File: src/hw/rtl/event_coalescing_throttle_assert.svh
// Assertion macros shared by the event coalescing throttle RTL
`ifndef EVENT_COALESCING_THROTTLE_ASSERT_SVH
`define EVENT_COALESCING_THROTTLE_ASSERT_SVH

// same-cycle implication, disabled during reset
`define ECT_ASSERT_NOW(label, clk, rst_n, a, b) \
    label: assert property (@(posedge clk) disable iff (!rst_n) (a) |-> (b)) \
        else $error("ect assertion failed");

// next-cycle implication, disabled during reset
`define ECT_ASSERT_NEXT(label, clk, rst_n, a, b) \
    label: assert property (@(posedge clk) disable iff (!rst_n) (a) |=> (b)) \
        else $error("ect assertion failed");

`endif

File: src/hw/rtl/ect_pkg.sv
// Types and constants of the event coalescing throttle
`default_nettype none

package ect_pkg;

    localparam int COUNT_WIDTH_DEF = 20;

    localparam int CFG_W      = 16;
    localparam int CFG_IDX_W  = 2;
    localparam int CALM_W     = 19;   // holds 5 * 65535

    localparam logic [CFG_IDX_W-1:0] REG_MODE     = 2'd0;
    localparam logic [CFG_IDX_W-1:0] REG_TICK_IV  = 2'd1;
    localparam logic [CFG_IDX_W-1:0] REG_TIMEOUT  = 2'd2;

    localparam logic [15:0] TICK_IV_RESET  = 16'd100;
    localparam logic [15:0] TIMEOUT_RESET  = 16'd100;
    localparam logic [15:0] MIN_HALF_LIMIT = 16'd100;

    typedef enum logic [1:0] {
        MODE_POSTPONE         = 2'd0,
        MODE_FIRST_ACT_POSTPONE = 2'd1,
        MODE_FIRST_ACTIVE     = 2'd2,
        MODE_FIRST_INACTIVE   = 2'd3
    } mode_t;

    typedef enum logic [1:0] {
        CMD_SIGNAL = 2'd0,
        CMD_TICK   = 2'd1,
        CMD_STOP   = 2'd2
    } cmd_t;

    typedef struct packed {
        logic [1:0] command;
        logic       idle_now;
    } item_t;

    typedef struct packed {
        logic fire;
        logic active;
    } result_t;

endpackage

`default_nettype wire

File: src/hw/rtl/event_coalescing_throttle.sv
// Top level of the event coalescing throttle: input stage, core and result register
//
// Input channel: in_valid/in_stall with command (0 signal, 1 ms tick, 2 stop)
// and idle_now. A word is taken at a clock edge with in_valid high and
// in_stall low. Output channel: out_valid/out_stall with fire and active;
// exactly one result word per input word, in order.
// Configuration: cfg_we writes cfg_data into register cfg_index
// (0 mode, 1 tick interval, 2 timeout); write only while the block is idle.
// Path: a word taken into the input register passes through two register
// stages (input register, result register) before its result shows.
// Throughput: one word per cycle while the receiver does not stall; the state
// update is a loop of compares and a counter increment in the core.
// Reset: the coalescer state clears, mode 0, tick interval 100, timeout 100;
// both stages empty.
// Receiver stall: the result register holds; the input register keeps its
// word and in_stall rises only once both stages are full, so up to two
// words sit in the block while the receiver stalls.
`default_nettype none

module event_coalescing_throttle #(
    parameter int COUNT_WIDTH = ect_pkg::COUNT_WIDTH_DEF
) (
    input  wire logic                          clk,
    input  wire logic                          rst_n,
    input  wire logic                          in_valid,
    output logic                               in_stall,
    input  wire logic [1:0]                    command,
    input  wire logic                          idle_now,
    output logic                               out_valid,
    input  wire logic                          out_stall,
    output logic                               fire,
    output logic                               active,
    input  wire logic                          cfg_we,
    input  wire logic [ect_pkg::CFG_IDX_W-1:0] cfg_index,
    input  wire logic [ect_pkg::CFG_W-1:0]     cfg_data
);
    import ect_pkg::*;

    logic    s1_valid_reg;
    item_t   s1_item_reg;
    logic    out_valid_reg;
    result_t out_reg;
    result_t core_result;
    logic    advance;
    logic    step;

    assign advance  = !(out_valid_reg && out_stall);
    assign in_stall = s1_valid_reg && !advance;
    assign step     = s1_valid_reg && advance;

    always_ff @(posedge clk or negedge rst_n)
    begin
        if (!rst_n)
        begin
            s1_valid_reg <= 1'b0;
        end
        else if (!in_stall)
        begin
            s1_valid_reg <= in_valid;
        end
    end

    always_ff @(posedge clk)
    begin
        if (!in_stall && in_valid)
        begin
            s1_item_reg.command  <= command;
            s1_item_reg.idle_now <= idle_now;
        end
    end

    ect_core #(
        .COUNT_WIDTH (COUNT_WIDTH)
    ) u_core (
        .clk       (clk),
        .rst_n     (rst_n),
        .cfg_we    (cfg_we),
        .cfg_index (cfg_index),
        .cfg_data  (cfg_data),
        .step      (step),
        .item      (s1_item_reg),
        .result    (core_result)
    );

    always_ff @(posedge clk or negedge rst_n)
    begin
        if (!rst_n)
        begin
            out_valid_reg <= 1'b0;
        end
        else if (advance)
        begin
            out_valid_reg <= s1_valid_reg;
        end
    end

    always_ff @(posedge clk)
    begin
        if (step)
        begin
            out_reg <= core_result;
        end
    end

    assign out_valid = out_valid_reg;
    assign fire      = out_reg.fire;
    assign active    = out_reg.active;

`include "event_coalescing_throttle_assert.svh"

    `ECT_ASSERT_NOW(a_stall_only_when_full, clk, rst_n, in_stall, out_valid_reg && s1_valid_reg)
    `ECT_ASSERT_NEXT(a_step_fills_output, clk, rst_n, step, out_valid_reg)

endmodule

`default_nettype wire

File: src/hw/rtl/ect_core.sv
// Coalescer state, configuration registers and per-word update logic
`default_nettype none

module ect_core #(
    parameter int COUNT_WIDTH = ect_pkg::COUNT_WIDTH_DEF
) (
    input  wire logic                         clk,
    input  wire logic                         rst_n,
    input  wire logic                         cfg_we,
    input  wire logic [ect_pkg::CFG_IDX_W-1:0] cfg_index,
    input  wire logic [ect_pkg::CFG_W-1:0]     cfg_data,
    input  wire logic                         step,
    input  wire ect_pkg::item_t               item,
    output ect_pkg::result_t                  result
);
    import ect_pkg::*;

    localparam int CMP_W = (COUNT_WIDTH > CALM_W) ? COUNT_WIDTH : CALM_W;

    mode_t                  mode_reg;
    logic [15:0]            tick_iv_reg;
    logic [15:0]            timeout_reg;

    logic                   running_reg, running_next;
    logic [15:0]            phase_reg, phase_next;
    logic [COUNT_WIDTH-1:0] since_reg, since_next;
    logic                   valid_reg, valid_next;
    logic                   pending_reg, pending_next;
    logic                   fire;

    logic [15:0]            min_iv16;
    logic [COUNT_WIDTH-1:0] min_iv;
    logic [CALM_W-1:0]      calm;
    logic [COUNT_WIDTH-1:0] elapsed_now;
    logic [COUNT_WIDTH-1:0] since_inc;
    logic [COUNT_WIDTH-1:0] elapsed_inc;
    logic [16:0]            phase_inc;
    logic [16:0]            iv_eff;
    logic                   first;

    always_ff @(posedge clk or negedge rst_n)
    begin
        if (!rst_n)
        begin
            mode_reg    <= MODE_POSTPONE;
            tick_iv_reg <= TICK_IV_RESET;
            timeout_reg <= TIMEOUT_RESET;
        end
        else if (cfg_we)
        begin
            case (cfg_index)
                REG_MODE:    mode_reg    <= mode_t'(cfg_data[1:0]);
                REG_TICK_IV: tick_iv_reg <= cfg_data;
                REG_TIMEOUT: timeout_reg <= cfg_data;
                default:     ;
            endcase
        end
    end

    always_comb
    begin
        min_iv16    = (timeout_reg < MIN_HALF_LIMIT) ? {1'b0, timeout_reg[15:1]} : timeout_reg;
        min_iv      = {{(COUNT_WIDTH-16){1'b0}}, min_iv16};
        calm        = ({3'b000, timeout_reg} << 2) + {3'b000, timeout_reg};
        elapsed_now = valid_reg ? since_reg : '0;
        since_inc   = (valid_reg && !(&since_reg)) ? since_reg + 1'b1 : since_reg;
        elapsed_inc = valid_reg ? since_inc : '0;
        phase_inc   = {1'b0, phase_reg} + 17'd1;
        iv_eff      = (tick_iv_reg == 16'd0) ? 17'd1 : {1'b0, tick_iv_reg};
        first       = !running_reg;

        running_next = running_reg;
        phase_next   = phase_reg;
        since_next   = since_reg;
        valid_next   = valid_reg;
        pending_next = pending_reg;
        fire         = 1'b0;

        case (item.command)
            CMD_SIGNAL:
            begin
                if (first)
                begin
                    running_next = 1'b1;
                    phase_next   = '0;
                end
                if (mode_reg == MODE_POSTPONE
                    || (mode_reg == MODE_FIRST_ACT_POSTPONE && !first)
                    || (mode_reg == MODE_FIRST_INACTIVE && first))
                begin
                    since_next   = '0;
                    valid_next   = 1'b1;
                    pending_next = 1'b1;
                end
                else if (first)
                begin
                    // first-active modes fire on the opening signal
                    since_next   = '0;
                    valid_next   = 1'b1;
                    pending_next = 1'b0;
                    fire         = 1'b1;
                end
                else
                begin
                    pending_next = 1'b1;
                    if (elapsed_now >= min_iv || item.idle_now)
                    begin
                        since_next   = '0;
                        valid_next   = 1'b1;
                        pending_next = 1'b0;
                        fire         = 1'b1;
                    end
                end
            end
            CMD_TICK:
            begin
                since_next = since_inc;
                if (running_reg)
                begin
                    phase_next = phase_inc[15:0];
                    if (phase_inc >= iv_eff)
                    begin
                        phase_next = '0;
                        if (pending_reg && (elapsed_inc >= min_iv || item.idle_now))
                        begin
                            since_next   = '0;
                            valid_next   = 1'b1;
                            pending_next = 1'b0;
                            fire         = 1'b1;
                        end
                        else if (!valid_reg || (&since_inc)
                                 || CMP_W'(since_inc) > CMP_W'(calm))
                        begin
                            running_next = 1'b0;
                        end
                    end
                end
            end
            CMD_STOP:
            begin
                running_next = 1'b0;
                phase_next   = '0;
                pending_next = 1'b0;
                since_next   = '0;
                valid_next   = 1'b0;
            end
            default: ;
        endcase

        result.fire   = fire;
        result.active = pending_next && running_next;
    end

    always_ff @(posedge clk or negedge rst_n)
    begin
        if (!rst_n)
        begin
            running_reg <= 1'b0;
            phase_reg   <= '0;
            since_reg   <= '0;
            valid_reg   <= 1'b0;
            pending_reg <= 1'b0;
        end
        else if (step)
        begin
            running_reg <= running_next;
            phase_reg   <= phase_next;
            since_reg   <= since_next;
            valid_reg   <= valid_next;
            pending_reg <= pending_next;
        end
    end

`include "event_coalescing_throttle_assert.svh"

    `ECT_ASSERT_NOW(a_invalid_count_zero, clk, rst_n, !valid_reg, since_reg == '0)
    `ECT_ASSERT_NEXT(a_stop_clears, clk, rst_n, step && item.command == CMD_STOP,
        !running_reg && !pending_reg && !valid_reg)
    `ECT_ASSERT_NEXT(a_fire_clears_pending, clk, rst_n, step && result.fire,
        !pending_reg && valid_reg && since_reg == '0)

endmodule

`default_nettype wire

File: config.mk
export PLATFORM = sky130hd
export DESIGN_NAME = event_coalescing_throttle
export DESIGN_NICKNAME = d
export VERILOG_FILES = /design/src/hw/rtl/ect_pkg.sv /design/src/hw/rtl/event_coalescing_throttle.sv /design/src/hw/rtl/ect_core.sv
export VERILOG_INCLUDE_DIRS = /design/src /design/src/hw/rtl
export SDC_FILE = /design/constraint.sdc
export NUM_CORES = 1
export LEC_CHECK = 0
export BUFFER_PORTS_ARGS = -buffer_cell sky130_fd_sc_hd__buf_4
export CAP_MARGIN = 25
export CORE_MARGIN = 8
export CORE_UTILIZATION = 30
export CTS_BUF_LIST = sky130_fd_sc_hd__clkbuf_4 sky130_fd_sc_hd__clkbuf_8 sky130_fd_sc_hd__clkbuf_16
export CTS_CLUSTER_SIZE = 8
export DETAILED_ROUTE_END_ITERATION = 8
export PLACE_DENSITY = 0.46
export SLEW_MARGIN = 20
export SYNTH_ARGS = -nofsm -noshare
export SYNTH_HDL_FRONTEND = slang
export SYNTH_SLANG_ARGS = --single-unit
File: constraint.sdc
create_clock -name clk -period 4.3 [get_ports clk]
set_input_delay 0.43 -clock clk [delete_from_list [all_inputs] [get_ports clk]]
set_output_delay 0.43 -clock clk [all_outputs]
set_load 0.05 [all_outputs]
Yosys cells after proc, flatten, opt, wreduce, memory -nomap -nowiden
Cells that the tools add are included.
- register bits after elaboration: 80
- bits of input ports: 26
- order comparisons: 5
- add/sub/neg operators: 3
- equal/unequal tests: 11
- reduce and logical (&&, ||, !) cells: 33
- multiplexer cells: 42
- operator list (operator ; number):
    $mux W20 ; 9
    $mux W16 ; 5
    $pmux W20 S3 ; 1
    $pmux W16 S3 ; 1
    $ge A20 B16 Y1 ; 2
    $reduce_and A20 Y1 ; 2
    $mux W1 ; 22
    $add A20 B1 Y20 const B ; 1
    $gt A20 B19 Y1 ; 1
    $add A18 B16 Y19 ; 1
    $add A16 B1 Y17 const B ; 1
    $ge A17 B17 Y1 ; 1
    $logic_not A16 Y1 ; 1
    $lt A16 B7 Y1 const B ; 1
    $logic_and A1 B1 Y1 ; 9
    $pmux W1 S3 ; 3
    $eq A2 B1 Y1 const B ; 3
    $eq A2 B2 Y1 const B ; 3
    $logic_not A2 Y1 ; 3
    $logic_or A1 B1 Y1 ; 6
    $ne A2 B1 Y1 const B ; 3
    $reduce_and A2 Y1 ; 3
    $reduce_and A6 Y1 ; 1
    $logic_not A1 Y1 ; 5
    6 further kinds ; 6

Longest topological paths before layout
- depth in word-level cells: 13
- mapped depth: 19
- gate-level depth less buffers: 19

Cells and area by module
Synthesis repeated with hierarchy kept, for this count alone.
- cell total of the unflattened synthesis: 731
- area total of the unflattened synthesis: 6617.6 µm²
- by module, submodules not included (module ; cells an instance ; area each (µm²) ; instances):
    ect_core ; 718 ; 6374.9 ; 1
    event_coalescing_throttle ; 13 ; 242.7 ; 1

Least setup slack after synthesis
Ideal clock, no wire load.
- path kind: register -> register
- from: register u_core.since_reg[1]
- to: register u_core.since_reg[0]
- arrival time: 4.325 ns
- setup slack: -0.165 ns
- library setup time: 0.140 ns
- data required time: 4.160 ns
- buffers on the path: 1
- stages on the path, launching flop included: 19
- clock period less this slack: 4.465 ns
- cells stage by stage: dfrtp_1 ha_1 nand3_2 or4_4 o21ai_1 nor2_1 and3_1 xor2_1 and2_1 ha_1 nand4_1 nor3_1 o31ai_1 a32oi_1 o32ai_4 o21ai_2 buf_2 a2bb2oi_1 o31ai_2
- word-level cells in the longest chain between the ends: 12
- RTL lines (element ; line ; source):
    start: declaration ; ect_core.sv:26 ; logic [COUNT_WIDTH-1:0] since_reg, since_next;
    start signal: assignment ; ect_core.sv:168 ; since_reg <= since_next;
    parallel branches: the longest is 12 deep, another holds $add A20 B1 Y20 ; n/a ;
Several ways; the timed one is not identified.
A chain may end at the register's enable or synchronous reset.

==> results.md <==
GRT:
- Entering global routing, the biggest net connects 76 pins.
- The number of antenna violations at the first check in global routing is 0.
- For this run, the total global-route usage over all layers was measured as 0.139.
- The via count of the first global-routing pass is 5584.
- The wire length of the first global-routing pass is 29600 um.
- Global routing finished with a remaining overflow of 0.

Synth:
- Of the total synthesized cell area, the portion taken by full adders, half adders and majority gates is 0.161.
- The cell area that synthesis handed to floorplanning was 0.00656 mm2.
- Yosys printed 0 warnings.
- After technology mapping, the gate count stands at 730.
- The fraction of synthesized area in multiplexers is 0.0675.
- The post-synthesis xor/xnor area fraction is 0.0587.
- The simple logic cell fraction of the synthesized area is 0.220.
- The synthesized netlist contains 65 unique library cells.
- The compound-cell area share of the yosys netlist is 0.141.
- The number of synthesized flops with an enable pin is 5.
- A synthesized cell averages 8.99 um2.
- The fraction of synthesis flops using an asynchronous set or reset pin is 0.938.
- The dominant combinational cell family by area after synthesis is simple AND/OR/NAND/NOR gates.
- Synthesis inferred 80 register bits.
- The share of the Yosys chip area taken by registers is 0.310.
- In the synthesized netlist the dominant register cell turns out to be dfrtp_1.
- The post-synthesis net count is 840.

Routing:
- For this block, the routed nets add up to 18300 um of wire.
- The count of nets left with antenna violations once routing finished came out at 0.
- The violation count after the first detailed-route iteration is 251.
- In the routed layout, each cell is associated on average with a via count of 5.14.
- The average wire per standard cell is 16.9 um.
- The first-pass iteration count of the detailed router is 4.
- The via total after detailed routing is 5552.
- The residual DRC count is 0.

Power:
- Dividing total power by cell area gives a power density of 371 mW/mm2.
- Summed over all cells, the static leakage comes to 0.00377 uW.
- The worst ir drop on vdd is 0.199 mV.
- The power after layout is 2890 uW.

STA:
- For the pin with the worst max-slew slack, the measured transition is 0.884 ns.
- The worst path needs 4.12 ns of the cycle, external delays included.
- The final count of hold timing violations is 0.
- Headroom to the max-slew limit came out at 0.409.
- In the finished design, the share of the clock period the worst path needs comes to 0.958.
- The max-slew violation count came to 0.
- The fmax is 243 MHz.
- The worst clock skew is 0.00905 ns.
- Setup repair after global routing left no endpoint under its margin.
- The setup-violating endpoint count in the final report is 0.

Clock tree:
- The maximum count of clock buffers along a single path is 2.
- The CTS root buffer is clkbuf_16.
- CTS saw 80 sinks.
- The worst-skew pair later-pin latency is 0.35 ns.
- Clock tree synthesis inserted a total of 9 buffers.
- Clock-pin slew was measured on the worst setup and hold paths at 0.06 ns.
- The CTS tree is yes.
- The H-tree level count is 3.
- The number of buffers inserted by hold repair at cts is 0.

Finish:
- Of the cells placed in the final design, the portion with a size suffix greater than 1 is 0.200.
- The register with the most flip-flops in the layout has 20 of them.
- The number of antenna diodes in the final layout is 0.
- The number of nets at the end of the flow is 905.
- The share of the core filled with cells is 0.360.
- The area growth from synthesis to layout is 18.6%.

Floorplanning:
- The area of the core is 0.0216 mm2.
- The site row count is 54.
- The die span in x is 164 um.
- The starting density of the core is 0.304.
- The floorplan die height is 164 um.
- The floorplan die area is 0.0269 mm2.
- During I/O placement, the number of pins put on the boundary was 30.

Setup path:
- The worst-case reg-to-reg path depth is 17.
- Along the worst path, the maximum fanout reaches 6.
- The kind of critical path is reg -> reg.
- The setup check on the worst reg-to-reg path leaves a slack of 0.18 ns.
- The critical path required time is 4.40 ns.
- At the worst endpoint, the arrival time is 4.22 ns.
- The type of element launching the critical path is a flip-flop.
- The critical path capture point type is a flip-flop.

Outcome:
- The flow ran to the end, and the final reports show no timing, DRC or antenna violations.

Placed design:
- The HPWL reported at the end of detailed placement is 14700 um.
- Buffers placed on the I/O ports in this run total 29.
- The global placement routability congestion is 0.854.

Flow run:
- The total of max-cap violations is 0.

Worst hold path:
- In this run the worst hold path is classified as in -> async.
-- kinds of logic after synthesis --
group / after synthesis
AO/OA/AOI/OAI: 133
XOR/XNOR: 44
adder cells (fa/ha/maj): 84
buffers and inverters: 70
flip-flops: 80
multiplexers: 40
AND/OR/NAND/NOR: 279
-- cell type report --
cell class / instances / area (um2)
repair buffers: 77 / 589
clock buffers: 10 / 239
fillers: 2210 / 13800
clock inverters: 6 / 66.3
well taps: 280 / 350
multi-input cells: 580 / 4330
inverters: 47 / 176
flip-flops and latches: 80 / 2040
-- cell usage in the layout, fill, tap and decap left out, types with 4 or more instances in the layout --
cell type / instances
a22o_1: 4
or3_1: 5
and2_1: 24
xor2_1: 22
o21ai_0: 23
dfrtp_1: 68
and3_1: 7
edfxtp_1: 5
mux2_2: 34
nand2b_1: 23
buf_4: 74
and4_1: 5
ha_1: 82
nor2_1: 38
o31ai_2: 4
a21oi_1: 26
xnor2_1: 22
a2bb2oi_1: 5
o21ai_1: 7
o21bai_1: 4
nor4_1: 6
inv_1: 47
nand2_1: 83
nand3_1: 28
o31ai_1: 9
nor2b_1: 16
a31oi_1: 4
nor3b_1: 5
dfstp_2: 6
a21o_1: 8
clkbuf_16: 9
nor3_1: 13
nand4_1: 11
mux2i_1: 6
-- through the flow --
stage,area (um2),hold slack [ns],setup TNS (ns),instances,setup WS [ns]
6_report,7780,0.111,0,1080,0.181
5_1_grt,7780,0.172,0,1080,0.00737
4_1_cts,7710,0.247,0,1079,0.0669
3_5_place_dp,7390,0.493,-0.579,1063,-0.316
3_3_place_gp,7390,0.473,-0.511,1063,-0.277
2_1_floorplan,6570,0.134,0,730,0.0245
-- power by group --
| part | internal, uW | total, uW | switching [uW] |
|---|---|---|---|
| registers | 859 | 976 | 117 |
| clock network | 468 | 796 | 328 |
| logic | 499 | 1110 | 615 |
| total | 1830 | 2890 | 1060 |
-- per-layer routing --
metal | part of all wire | track usage | up-vias
li1 | - | - | 2735
met1 | 0.46 | 0.176 | 2694
met2 | 0.48 | 0.232 | 95
met3 | 0.036 | 0.0283 | 28
met4 | 0.021 | 0.0479 | 0
met5 | 0 | 0 | -
-- Yosys cell counts (4+ instances only) --
library cell  number  area (um2)
o31ai_1           10        75.1
o21bai_1           4        30.0
and3_1             7        43.8
a2bb2oi_1          5        43.8
nor2b_1           16         100
nand2_1           83         312
mux2_2            34         383
a31oi_1            5        31.3
a41oi_1            4        35.0
xnor2_1           22         193
and2_1            24         150
dfstp_2            6         158
nor2_1            38         143
a22o_1             4        35.0
ha_1              83        1040
and4_1             5        43.8
inv_1             47         176
clkbuf_1          17        63.8
nand2b_1          23         144
nand3_1           28         140
or3_1              5        31.3
nand4_1           11        68.8
nor3_1            14        70.1
mux2i_1            6        60.1
edfxtp_1           5         150
a21oi_1           29         145
a21o_1             8        60.1
nor4_1             6        37.5
xor2_1            22         193
buf_2              4        20.0
nor3b_1            5        37.5
o21ai_0           27         135
dfrtp_1           69        1730
o21ai_1            4        20.0
-- critical path, stage by stage (launching register included) --
cell       delay [ns]
dfstp_2          0.59
ha_1             0.30
nand3_1          0.13
o2111ai_1        0.16
and3_1           0.23
o21a_1           0.19
o21ai_1          0.23
buf_4            0.17
nand2b_1         0.05
a21oi_1          0.17
xor2_1           0.20
ha_1             0.27
and4_1           0.21
a31oi_1          0.17
o31ai_1          0.14
o211ai_1         0.29
nand4_1          0.19
and2_1           0.19
-- what timing repair did --
item	4_1_cts	5_1_grt
pin swaps	0	11
buffers inserted	0	1
resized for setup	4	16
endpoints found under the setup margin	2	15
-- final timing paths --
kind                                       start                     to
setup / recovery           u_core.timeout_reg[5]                 active
hold / removal                             rst_n              out_valid
setup reg to reg           u_core.timeout_reg[5]                 active
hold reg to reg                     s1_valid_reg              out_valid
max in group asynchronous                  rst_n  u_core.timeout_reg[3]
min in group clk                      command[0]         s1_item_reg[1]
(Power assumes the default switching activity.)
